--- src/design/htc_pkg.sv ---
// Shared widths, reset values, register codes and the drive level table
// of the heater temperature controller. No dependencies.

package htc_pkg;

    localparam int SAMPLE_W       = 16;  // raw sample and average
    localparam int CFG_W          = 15;  // configuration register width
    localparam int LEVEL_W        = 8;   // triac drive level
    localparam int WINDOW_LEN_DEF = 50;  // moving average window

    localparam logic [CFG_W-1:0] TARGET_RST     = 15'd0;
    localparam logic [CFG_W-1:0] OVER_LIMIT_RST = 15'd6000;
    localparam logic [CFG_W-1:0] ENTER_RST      = 15'd70;
    localparam logic [CFG_W-1:0] LEAVE_RST      = 15'd50;

    // Proportional drive: level = error * LEVEL_MAX / LEVEL_SPAN, clamped.
    localparam int LEVEL_MAX   = 255;
    localparam int LEVEL_SPAN  = 50;
    localparam int LEVEL_IDX_W = $clog2(LEVEL_SPAN);
    localparam int LEVEL_DEPTH = 2 ** LEVEL_IDX_W;

    typedef enum logic [1:0] {
        CFG_TARGET     = 2'd0,
        CFG_OVER_LIMIT = 2'd1,
        CFG_ENTER      = 2'd2,
        CFG_LEAVE      = 2'd3
    } cfg_index_t;

    typedef logic [LEVEL_W-1:0] level_lut_t [0:LEVEL_DEPTH-1];

    // Evaluated at elaboration only; entries at or past the span clamp.
    function automatic level_lut_t build_level_lut();
        level_lut_t lut;
        for (int i = 0; i < LEVEL_DEPTH; i++) begin
            if (i >= LEVEL_SPAN) begin
                lut[i] = LEVEL_W'(LEVEL_MAX);
            end else begin
                lut[i] = LEVEL_W'((i * LEVEL_MAX) / LEVEL_SPAN);
            end
        end
        return lut;
    endfunction

    localparam level_lut_t LEVEL_LUT = build_level_lut();

endpackage

--- src/design/htc_ram.sv ---
// Generic simple dual-port RAM with one write port and a registered read port.
// No dependencies.

module htc_ram #(
    parameter int WIDTH = 16,
    parameter int DEPTH = 50
) (
    input  logic                                   aclk,
    input  logic                                   wr_en,
    input  logic [((DEPTH > 1) ? $clog2(DEPTH) : 1)-1:0] wr_addr,
    input  logic [WIDTH-1:0]                       wr_data,
    input  logic [((DEPTH > 1) ? $clog2(DEPTH) : 1)-1:0] rd_addr,
    output logic [WIDTH-1:0]                       rd_data
);

    logic [WIDTH-1:0] mem [0:DEPTH-1];

    always_ff @(posedge aclk) begin
        if (wr_en) begin
            mem[wr_addr] <= wr_data;
        end
        rd_data <= mem[rd_addr];
    end

endmodule

--- src/design/htc_avg_div.sv ---
// Divides the ring sum by the window length, truncating toward zero, with a
// reciprocal multiply. Depends on htc_pkg.

module htc_avg_div #(
    parameter int WINDOW_LEN = htc_pkg::WINDOW_LEN_DEF
) (
    input  logic signed [htc_pkg::SAMPLE_W+$clog2(WINDOW_LEN)-1:0] sum_i,
    output logic signed [htc_pkg::SAMPLE_W-1:0]                    avg_o
);

    import htc_pkg::*;

    localparam int MAG_W  = SAMPLE_W + $clog2(WINDOW_LEN);
    localparam int SHIFT  = MAG_W + $clog2(WINDOW_LEN);
    localparam int RECIP_W = MAG_W + 1;
    localparam int PROD_W = MAG_W + RECIP_W;
    // Rounded-up reciprocal; exact floor quotient for every magnitude below 2**MAG_W.
    localparam longint unsigned RECIP_L =
        ((64'd1 << SHIFT) + WINDOW_LEN - 1) / WINDOW_LEN;
    localparam logic [RECIP_W-1:0] RECIP = RECIP_W'(RECIP_L);

    logic              neg;
    logic [MAG_W-1:0]  mag;
    logic [PROD_W-1:0] prod;
    logic [SAMPLE_W-1:0] quot;

    assign neg  = sum_i[MAG_W-1];
    assign mag  = neg ? $unsigned(-sum_i) : $unsigned(sum_i);
    assign prod = PROD_W'(mag) * PROD_W'(RECIP);
    assign quot = prod[SHIFT +: SAMPLE_W];
    assign avg_o = neg ? $signed(-quot) : $signed(quot);

endmodule

--- src/design/heater_temperature_controller_top.sv ---
// Heater temperature controller: moving average over a sample ring, sticky
// over-temperature trip and preheat / proportional drive with hysteresis.
// Depends on htc_pkg, htc_ram and htc_avg_div.
//
//   channel   direction  ports                                   carries
//   s_        in         s_valid s_ready s_raw_sample s_cooking  one control tick word
//   m_        out        m_valid m_ready m_triac_level ...       one result word per tick
//   cfg_      in         cfg_valid cfg_ready cfg_index cfg_data  one register write word
//
// The block takes one word every cycle unless results stall. A tick word is
// captured in an input register and its result is computed in a single pass
// into the state and result registers, so m_valid rises when the word leaves
// the input register unless an older result is stalled. The result registers
// are the controller's hold state itself; while a result stalls on m_ready,
// one more tick word waits in the input register and s_ready drops only when
// both are full. Reset is synchronous and active low; the sample ring needs no
// clearing pass because each entry carries a valid bit and reads as zero until
// first written. Configuration writes are always accepted (cfg_ready is tied high).

module heater_temperature_controller_top #(
    parameter int WINDOW_LEN = htc_pkg::WINDOW_LEN_DEF
) (
    input  logic                                  aclk,
    input  logic                                  aresetn,

    input  logic                                  s_valid,
    output logic                                  s_ready,
    input  logic signed [htc_pkg::SAMPLE_W-1:0]   s_raw_sample,
    input  logic                                  s_cooking,

    output logic                                  m_valid,
    input  logic                                  m_ready,
    output logic [htc_pkg::LEVEL_W-1:0]           m_triac_level,
    output logic                                  m_preheat_on,
    output logic                                  m_master_on,
    output logic signed [htc_pkg::SAMPLE_W-1:0]   m_average_temperature,
    output logic                                  m_over_temp_error,
    output logic                                  m_preheating,

    input  logic                                  cfg_valid,
    output logic                                  cfg_ready,
    input  htc_pkg::cfg_index_t                   cfg_index,
    input  logic [htc_pkg::CFG_W-1:0]             cfg_data
);

    import htc_pkg::*;

    localparam int POS_W = (WINDOW_LEN > 1) ? $clog2(WINDOW_LEN) : 1;
    localparam int SUM_W = SAMPLE_W + $clog2(WINDOW_LEN);
    localparam int DIFF_W = SAMPLE_W + 2;

    // Configuration registers.
    logic [CFG_W-1:0] target_reg, over_limit_reg, enter_reg, leave_reg;

    // Input register.
    logic                       in_valid_reg;
    logic signed [SAMPLE_W-1:0] sample_reg;
    logic                       cooking_reg;

    // Controller state; the hold registers double as the result payload.
    logic [POS_W-1:0]           wp_reg, wp_next;
    logic signed [SUM_W-1:0]    sum_reg, sum_next;
    logic [WINDOW_LEN-1:0]      ring_valid_reg;
    logic                       mode_reg, mode_next;
    logic                       error_reg, error_next;
    logic [LEVEL_W-1:0]         triac_reg, triac_next;
    logic                       preheat_reg, preheat_next;
    logic                       master_reg, master_next;
    logic signed [SAMPLE_W-1:0] avg_out_reg;
    logic                       out_valid_reg;

    // Ring read path: the next write position is always being read, and a
    // write that lands on that same entry is forwarded.
    logic [SAMPLE_W-1:0]        ram_rd_data;
    logic                       bypass_reg;
    logic signed [SAMPLE_W-1:0] bypass_data_reg;
    logic signed [SAMPLE_W-1:0] old_sample;

    logic                       advance;
    logic                       ring_wr;
    logic signed [SUM_W-1:0]    sum_upd;
    logic signed [SUM_W-1:0]    div_in;
    logic signed [SAMPLE_W-1:0] avg;
    logic                       over_temp;
    logic signed [DIFF_W-1:0]   diff;
    logic signed [DIFF_W-1:0]   enter_ext, leave_ext;
    logic [LEVEL_W-1:0]         level;

    // A tick moves to the result side when the result slot is free or freeing.
    assign advance = in_valid_reg && (!out_valid_reg || m_ready);
    assign ring_wr = advance && cooking_reg;
    assign s_ready = !in_valid_reg || advance;
    assign cfg_ready = 1'b1;

    assign wp_next = !ring_wr ? wp_reg :
                     (wp_reg == POS_W'(WINDOW_LEN - 1)) ? '0 : wp_reg + POS_W'(1);

    htc_ram #(
        .WIDTH (SAMPLE_W),
        .DEPTH (WINDOW_LEN)
    ) u_ring (
        .aclk    (aclk),
        .wr_en   (ring_wr),
        .wr_addr (wp_reg),
        .wr_data (sample_reg),
        .rd_addr (wp_next),
        .rd_data (ram_rd_data)
    );

    always_comb begin
        if (!ring_valid_reg[wp_reg]) begin
            old_sample = '0;
        end else if (bypass_reg) begin
            old_sample = bypass_data_reg;
        end else begin
            old_sample = $signed(ram_rd_data);
        end
    end

    assign sum_upd = sum_reg - SUM_W'(old_sample) + SUM_W'(sample_reg);
    // With cooking off the ring is untouched and its present average is shown.
    assign div_in  = cooking_reg ? sum_upd : sum_reg;

    htc_avg_div #(
        .WINDOW_LEN (WINDOW_LEN)
    ) u_div (
        .sum_i (div_in),
        .avg_o (avg)
    );

    assign over_temp = $signed({avg[SAMPLE_W-1], avg}) > $signed({2'b00, over_limit_reg});
    assign diff      = $signed({3'b000, target_reg}) - $signed({{2{avg[SAMPLE_W-1]}}, avg});
    assign enter_ext = $signed({3'b000, enter_reg});
    assign leave_ext = $signed({3'b000, leave_reg});
    // Only used for a non-negative error; at or past the span the drive is full.
    assign level = (diff >= DIFF_W'(LEVEL_SPAN)) ? LEVEL_W'(LEVEL_MAX)
                                                 : LEVEL_LUT[diff[LEVEL_IDX_W-1:0]];

    always_comb begin
        sum_next     = sum_reg;
        mode_next    = mode_reg;
        error_next   = error_reg;
        triac_next   = triac_reg;
        preheat_next = preheat_reg;
        master_next  = master_reg;
        if (!cooking_reg) begin
            triac_next   = '0;
            preheat_next = 1'b0;
            master_next  = 1'b0;
        end else begin
            sum_next = sum_upd;
            if (over_temp) begin
                error_next   = 1'b1;
                triac_next   = '0;
                preheat_next = 1'b0;
                master_next  = 1'b0;
            end else begin
                master_next = 1'b1;
                if (diff < 0) begin
                    triac_next   = '0;
                    preheat_next = 1'b0;
                    mode_next    = 1'b0;
                end else if (diff > enter_ext && !mode_reg) begin
                    triac_next   = '0;
                    preheat_next = 1'b1;
                    mode_next    = 1'b1;
                end else if ((diff < leave_ext && mode_reg) ||
                             (diff < enter_ext && !mode_reg)) begin
                    triac_next   = level;
                    preheat_next = 1'b0;
                    mode_next    = 1'b0;
                end
                // Otherwise the error sits inside the hysteresis band and the
                // drive outputs keep their values.
            end
        end
    end

    always_ff @(posedge aclk) begin
        if (!aresetn) begin
            target_reg     <= TARGET_RST;
            over_limit_reg <= OVER_LIMIT_RST;
            enter_reg      <= ENTER_RST;
            leave_reg      <= LEAVE_RST;
        end else if (cfg_valid && cfg_ready) begin
            case (cfg_index)
                CFG_TARGET:     target_reg     <= cfg_data;
                CFG_OVER_LIMIT: over_limit_reg <= cfg_data;
                CFG_ENTER:      enter_reg      <= cfg_data;
                CFG_LEAVE:      leave_reg      <= cfg_data;
                default:        ;
            endcase
        end
    end

    always_ff @(posedge aclk) begin
        if (!aresetn) begin
            in_valid_reg   <= 1'b0;
            out_valid_reg  <= 1'b0;
            wp_reg         <= '0;
            sum_reg        <= '0;
            ring_valid_reg <= '0;
            mode_reg       <= 1'b0;
            error_reg      <= 1'b0;
            triac_reg      <= '0;
            preheat_reg    <= 1'b0;
            master_reg     <= 1'b0;
            bypass_reg     <= 1'b0;
        end else begin
            if (s_valid && s_ready) begin
                in_valid_reg <= 1'b1;
            end else if (advance) begin
                in_valid_reg <= 1'b0;
            end

            if (advance) begin
                out_valid_reg <= 1'b1;
            end else if (m_ready) begin
                out_valid_reg <= 1'b0;
            end

            if (advance) begin
                sum_reg     <= sum_next;
                mode_reg    <= mode_next;
                error_reg   <= error_next;
                triac_reg   <= triac_next;
                preheat_reg <= preheat_next;
                master_reg  <= master_next;
            end
            if (ring_wr) begin
                ring_valid_reg[wp_reg] <= 1'b1;
            end
            wp_reg     <= wp_next;
            bypass_reg <= ring_wr && (wp_reg == wp_next);
        end
    end

    // Payload registers, no reset needed.
    always_ff @(posedge aclk) begin
        if (s_valid && s_ready) begin
            sample_reg  <= s_raw_sample;
            cooking_reg <= s_cooking;
        end
        if (advance) begin
            avg_out_reg <= avg;
        end
        bypass_data_reg <= sample_reg;
    end

    assign m_valid               = out_valid_reg;
    assign m_triac_level         = triac_reg;
    assign m_preheat_on          = preheat_reg;
    assign m_master_on           = master_reg;
    assign m_average_temperature = avg_out_reg;
    assign m_over_temp_error     = error_reg;
    assign m_preheating          = mode_reg;

endmodule

--- config.mk ---
export PLATFORM = sky130hd
export DESIGN_NAME = heater_temperature_controller_top
export DESIGN_NICKNAME = d
export VERILOG_FILES = /design/src/design/htc_pkg.sv /design/src/design/htc_ram.sv /design/src/design/htc_avg_div.sv /design/src/design/heater_temperature_controller_top.sv
export SDC_FILE = /design/constraint.sdc
export NUM_CORES = 2
export LEC_CHECK = 0
export BUFFER_PORTS_ARGS = -buffer_cell sky130_fd_sc_hd__buf_4
export CELL_PAD_IN_SITES_DETAIL_PLACEMENT = 1
export CELL_PAD_IN_SITES_GLOBAL_PLACEMENT = 1
export CORE_MARGIN = 10
export CORE_UTILIZATION = 57
export DETAILED_ROUTE_END_ITERATION = 6
export PLACE_DENSITY = 0.9
export SYNTH_ARGS = -nofsm -noshare
export SYNTH_HDL_FRONTEND = slang
export SYNTH_SLANG_ARGS = --single-unit
--- constraint.sdc ---
create_clock -name aclk -period 53 [get_ports aclk]
set_clock_uncertainty 0.05 [all_clocks]
set_input_delay 0 -clock aclk [delete_from_list [all_inputs] [get_ports aclk]]
set_output_delay 0 -clock aclk [all_outputs]
set_load 0.01 [all_outputs]
## Word-level counts from Yosys, hierarchy flattened

Memory sizes are Yosys's and may differ from the RTL's. A register that Yosys moved wholly into a read port is not among the register bits.
Cells that the tools add are included.
W data, S select, Z words.

| word-level totals | value |
|---|---|
| bits in registers | 202 |
| memory bits (writable) | 800 |
| memory bits (read-only) | 512 |
| input bits | 39 |
| output and inout port bits | 31 |
| logic and storage cells | 103 |
| memories kept | 2 |

Memories:

| memory | words | bits a word | read ports | clocked after memory_dff | wr ports | RTL line | source |
|---|---|---|---|---|---|---|---|
| u_ring.mem | 50 | 16 | 1 | 1 | 1 | htc_ram.sv:16 | `logic [WIDTH-1:0] mem [0:DEPTH-1];` |
| (no name shown) | 64 | 8 | 1 | 0 | 0 | heater_temperature_controller_top.sv:137 | `: LEVEL_LUT[diff[LEVEL_IDX_W-1:0]];` |

| operators by class | value |
|---|---|
| add/sub/neg operators | 6 |
| multiply operators | 1 |
| $lt $le $gt $ge | 9 |
| equality and inequality tests | 6 |
| mux-type cells | 32 |
| bitwise logic cells | 3 |
| reductions and logical operators | 25 |

Operator list:

| kind | number |
|---|---|
| $mux W8 | 8 |
| $or A50 B50 Y50 | 1 |
| $mux W16 | 3 |
| $mux W22 | 2 |
| $mul A22 B22 Y43 const B | 1 |
| $lt A17 B16 Y1 | 2 |
| $add A22 B16 Y22 | 1 |
| $neg A22 Y22 | 1 |
| $sub A22 B16 Y22 | 1 |
| $ge A17 B7 Y1 const B | 1 |
| $gt A17 B16 Y1 | 1 |
| $lt A17 B1 Y1 const B | 1 |
| $sub A16 B16 Y17 | 1 |
| $gt A16 B16 Y1 | 1 |
| $neg A16 Y16 | 1 |
| $mux W1 | 15 |
| $mux W6 | 2 |
| $reduce_and A2 Y1 | 5 |
| $logic_and A1 B1 Y1 | 8 |
| $ge A7 B7 Y1 const B | 1 |
| $lt A6 B7 Y1 const B | 1 |
| $not A6 Y7 | 1 |
| $add A6 B1 Y6 const B | 1 |
| $bmux W1 S6 | 1 |
| 15 further kinds | 21 |

## Depth between registers and ports, before layout

| depth | value |
|---|---|
| depth in word-level cells | 22 |
| depth in mapped cells | 76 |
| gate-level depth less buffers | 68 |

## Modules after synthesis

A second synthesis with hierarchy kept.

| second synthesis, totals | value |
|---|---|
| cells, all modules | 4187 |
| area total of the unflattened synthesis | 53581.4 um^2 |

Modules (own cells, without submodules):

| module | times used | cells each | area each (um^2) | seq. area each (um^2) |
|---|---|---|---|---|
| htc_ram | 1 | 1650 | 31694.1 | 24343.3 |
| heater_temperature_controller_top | 1 | 1394 | 11827.6 | 4374.2 |
| htc_avg_div | 1 | 1143 | 10059.6 | 0.0 |

## Least setup slack after synthesis

OpenSTA, ideal clock, no wires.

| timing | value |
|---|---|
| kind | register -> register |
| from | reg wp_reg[1] |
| to | reg triac_reg[7] (netlist: m_triac_level[7]) |
| library setup time | 70 ps |
| arrival | 16774 ps |
| required time | 52880 ps |
| slack | 36106 ps |
| cell stages (with the launch flop) | 70 |
| path buffers | 7 |
| clock period less this slack | 16894 ps |
| cells stage by stage | dfxtp_1 > clkbuf_1 > clkbuf_1 > clkbuf_1 > nor2_1 > a211oi_1 > o22ai_1 > nor4_1 > clkbuf_1 > nor2_1 > fa_1 > inv_1 > fa_1 > a211oi_1 > nor3_1 > o21ba_2 > o21a_1 > or3_1 > (+34 left out) > clkbuf_1 > buf_1 > ha_1 > nor2b_1 > o21ai_0 > nand2b_1 > a21oi_1 > nor2b_1 > o21a_1 > o211ai_1 > nand2_1 > maj3_1 > maj3_2 > o211ai_1 > a41oi_1 > or4_1 > buf_4 > o2bb2ai_1 |

| on the way | value |
|---|---|
| cells in the longest elaborated chain, start to end | 22 |
| elaborated cells on any way between the ends | 34 |
| those cells by class | add/sub: 5; mul: 1; order compare: 6; eq/ne: 1; mux: 14; bitwise: 1; reduce/logical: 5; memory: 1 |

RTL lines:

| item | RTL line | source |
|---|---|---|
| start: declaration | heater_temperature_controller_top.sv:61 | `logic [POS_W-1:0] wp_reg, wp_next;` |
| start signal: assignment | heater_temperature_controller_top.sv:233 | `wp_reg <= wp_next;` |
| $bmux W1 S6 * | heater_temperature_controller_top.sv:111 | `if (!ring_valid_reg[wp_reg]) begin` |
| $mux W1 (not written as such) * | heater_temperature_controller_top.sv:111 |  |
| $mux W16 * | heater_temperature_controller_top.sv:111 |  |
| $sub A22 B16 Y22 * | heater_temperature_controller_top.sv:120 | `assign sum_upd = sum_reg - SUM_W'(old_sample) + SUM_W'(sample_reg);` |
| $add A22 B16 Y22 * | heater_temperature_controller_top.sv:120 |  |
| $mux W22 * | - |  |
| $neg A22 Y22 | htc_avg_div.sv:28 | `assign mag = neg ? $unsigned(-sum_i) : $unsigned(sum_i);` |
| $mux W22 | htc_avg_div.sv:28 |  |
| (+3 left out) | - |  |
| named net avg[1] | heater_temperature_controller_top.sv:83 | `logic signed [SAMPLE_W-1:0] avg;` |
| (+2 left out) | - |  |
| $mem_v2 Z64 W8 | - |  |
| $mux W8 (not written as such) (2 in a row) | heater_temperature_controller_top.sv:137 |  |
| $mux W8 | heater_temperature_controller_top.sv:136 | `assign level = (diff >= DIFF_W'(LEVEL_SPAN)) ? LEVEL_W'(LEVEL_MAX)` |
| $mux W8 | heater_temperature_controller_top.sv:167 | `end else if ((diff < leave_ext && mode_reg) \|\|` |
| $mux W8 | heater_temperature_controller_top.sv:163 | `end else if (diff > enter_ext && !mode_reg) begin` |
| $mux W8 | heater_temperature_controller_top.sv:159 | `if (diff < 0) begin` |
| $mux W8 | heater_temperature_controller_top.sv:152 | `if (over_temp) begin` |
| $mux W8 | heater_temperature_controller_top.sv:146 | `if (!cooking_reg) begin` |
| end signal: assignment | heater_temperature_controller_top.sv:226 | `triac_reg <= triac_next;` |
| end: declaration | heater_temperature_controller_top.sv:66 | `logic [LEVEL_W-1:0] triac_reg, triac_next;` |

The timed path passes the listed nets; every way through them passes the cells marked *. The select of a mux whose other input is x is not followed.
A chain may end at the register's enable or synchronous reset.

## Worst setup path after layout

| timing | value |
|---|---|
| from | reg wp_reg[0] |
| to | reg triac_reg[6] (netlist: m_triac_level[6]) |

Same word-level chain as after synthesis.

==> impl_metrics.ini <==
[final_layout]
area_growth_pct = 11.2
largest_reg_flops = 800
nNetsFinal = 5006
filler_cell_count = 9058
fin_util_pct = 64.1
drive_gt1_share_pct = 9.99
finalNonFillerCells = 5820

[drt]
routed_wl_um = 195000
drt_first_pass_iters = 6
routedWlPerCell_um = 33.5
drt_iter0_markers = 4987
vias = 39874
routed_via_density = 6.85
ant_nets = 0
drc = 0

[global_route]
grt_pass1_wl_um = 287000
grt-ovfl-total = 0
grt_pass1_vias = 42318
antenna_found_initial = 13
grt_max_degree = 193
grtUsageTotal_pct = 35.7

[critical_path]
crit_type = reg -> reg
cpMaxStageDelayCell = dfxtp_1
path_buf_inv = 7
path_delay_family = adder cells
crit-reg2reg-launch = wp_reg[0]
required_ns = 53.59
reg2reg_depth = 66
cp-start-kind = register
path_max_fanout = 25
r2r-end = m_triac_level[6]
worstSetupEndpointType = register
cp.arrival_ns = 21.34
slowest_delay_ns = 1.16
cp_common_cell = fa_1
r2r_slack_ns = 32.25

[clock_network]
hold_buffers = 58
cts_setup_buffers = 0
root_buffer = clkbuf_16
cts_buffer_depth = 3
htree_levels = 3
clk_pin_slew_worst_paths_ns = 0.07
cts_resized = 0
cts_tree = done
clk_latency_ns = 0.75
cts_made_buffers = 102
cts_sinks = 1018

[floorplanning]
die_area_mm2 = 0.107
core_mm2 = 0.0936
fp.dieH_um = 328
initial_core_util_pct = 57.7
floorplan.rows = 112
ios = 70
die_w_um = 328

[placed_design]
numPortBuffers = 68
place_inst = 5566
dp_hpwl_um = 104000
gp_congestion = 0.910

[synthesis]
syn_nets = 4885
synth_top_area_share_pct = 46.3
async_flop_share_pct = 0
synth_area_mm2 = 0.0540
yosysUniqueCellTypes = 108
yosys-top-cells-area = edfxtp_1 (46%), fa_1 (7.2%), ha_1 (6.9%)
netlist_instances = 4355
seq_area_frac_synth_pct = 53.2
ys_warn_count = 0
synthFlopType = edfxtp_1
synth_edf_count = 833
yosysTopAreaCell = edfxtp_1
avgSynthCellArea_um2 = 12.4
ys_ff_latch = 1018

[timing]
maxSlewViolCount = 0
slew_headroom_pct = 2.92
rsz0062_at_grt = no
min_period_ns = 20.75
fmaxAchievable_mhz = 48.2
tightest_slew_ns = 1.45
tns_ns = 0
min_period_over_period_pct = 39.2
finalHoldViolCount = 0
finalSetupViolations = 0

[job]
cap_violations = 0

[hold_path]
holdCritStartpoint = s_raw_sample[1]
min_path_type = in -> reg
whs_path_depth = 2
min_to = sample_reg[1]

[run_status]
outcome = finished clean
[final cells by class]
class	instances	area [µm²]	area share, %
diodes	3	7.51	0.0125
clock buffers	126	2740	4.56
clock inverters	65	515	0.859
inverters	455	1710	2.85
multi-input cells	2675	22900	38.1
flip-flops and latches	1018	28700	47.8
well taps	1254	1570	2.61
repair buffers	224	1880	3.13
[worst register-to-register path: cells and delay by family, from the launching register on]
kind	cells	cell delay, ns
buffers and inverters	7	1.51
multiplexers	1	0.51
flip-flops	1	1.16
AND/OR/NAND/NOR	22	4.82
AO/OA/AOI/OAI	18	5.00
XOR/XNOR	4	1.57
adder cells (fa/ha/maj)	14	6.03
[cells in the final DEF (no fill, tap or decap), drive strengths merged, types with 54 or more instances in the layout]
cell type / n
nor2: 155
edfxtp: 833
o21a: 65
a21oi: 125
a311oi: 55
clkbuf: 126
dlygate4sd3: 60
a31oi: 68
a211oi: 186
buf: 164
nand2: 455
fa: 194
o21ai: 93
mux4: 54
a21boi: 65
mux2i: 248
xnor2: 73
ha: 297
inv: 458
and2: 119
dfxtp: 185
clkinv: 55
[how the worst max path moves through the flow]
stage / from / to / slack (ns) / cells after the start
final: wp_reg[0] / m_triac_level[6] / 32.25 / 66
after global routing: wp_reg[0] / m_triac_level[6] / 31.50 / 65
after CTS: wp_reg[1] / m_triac_level[5] / 33.26 / 66
after detailed placement: wp_reg[1] / m_triac_level[5] / 33.88 / 68
after global placement: wp_reg[1] / m_triac_level[2] / 34.75 / 68
after floorplan: wp_reg[1] / m_triac_level[7] / 36.11 / 69
[through the flow]
stage               setup slack, ns  cell area [µm²]  hold WS (ns)
floorplan                     36.11            54000        0.0489
global placement              34.75            56200         0.129
detailed placement            33.88            56200         0.130
CTS                           33.26            60000      0.000777
global route                  31.50            60000      0.000413
finish                        32.25            60000       0.00667
[cell usage after synthesis (all sizes together) (37+ instances only)]
cell,count
edfxtp,833
nand2,455
inv,453
ha,297
mux2i,248
fa,194
a211oi,186
dfxtp,185
clkbuf,170
nor2,155
a21oi,125
and2,119
o21ai,93
xnor2,73
a31oi,68
a21boi,65
o21a,65
a311oi,55
mux4,54
xor2,41
o211ai,40
buf,37
[logic make-up (layout without fill, tap and decap cells)]
group                      Yosys count  in the layout  share of synthesized area, %
xor gates and xnor gates           116            116                          2.02
muxes                              306            306                          6.96
AOI/OAI and AO/OA                  827            827                          11.0
and+or+nand+nor                    921            921                          7.94
DFF                               1018           1018                          53.2
adders and majority gates          503            503                          14.3
other                                2              5                        0.0139
buffers and inverters              662            870                          4.63
[per-layer routing]
| layer | up-vias | track usage (%) | wire [µm] |
|---|---|---|---|
| li1 | 15953 | - | - |
| met1 | 19912 | 41.8 | 67500 |
| met3 | 931 | 9.10 | 19900 |
| met2 | 3062 | 58.9 | 93400 |
| met4 | 16 | 22.0 | 14300 |
| met5 | - | 0 | 97 |
Power is left out: the tool's default activity adds up to more than one toggle a clock period on the data nets, which glitch-free logic cannot reach.
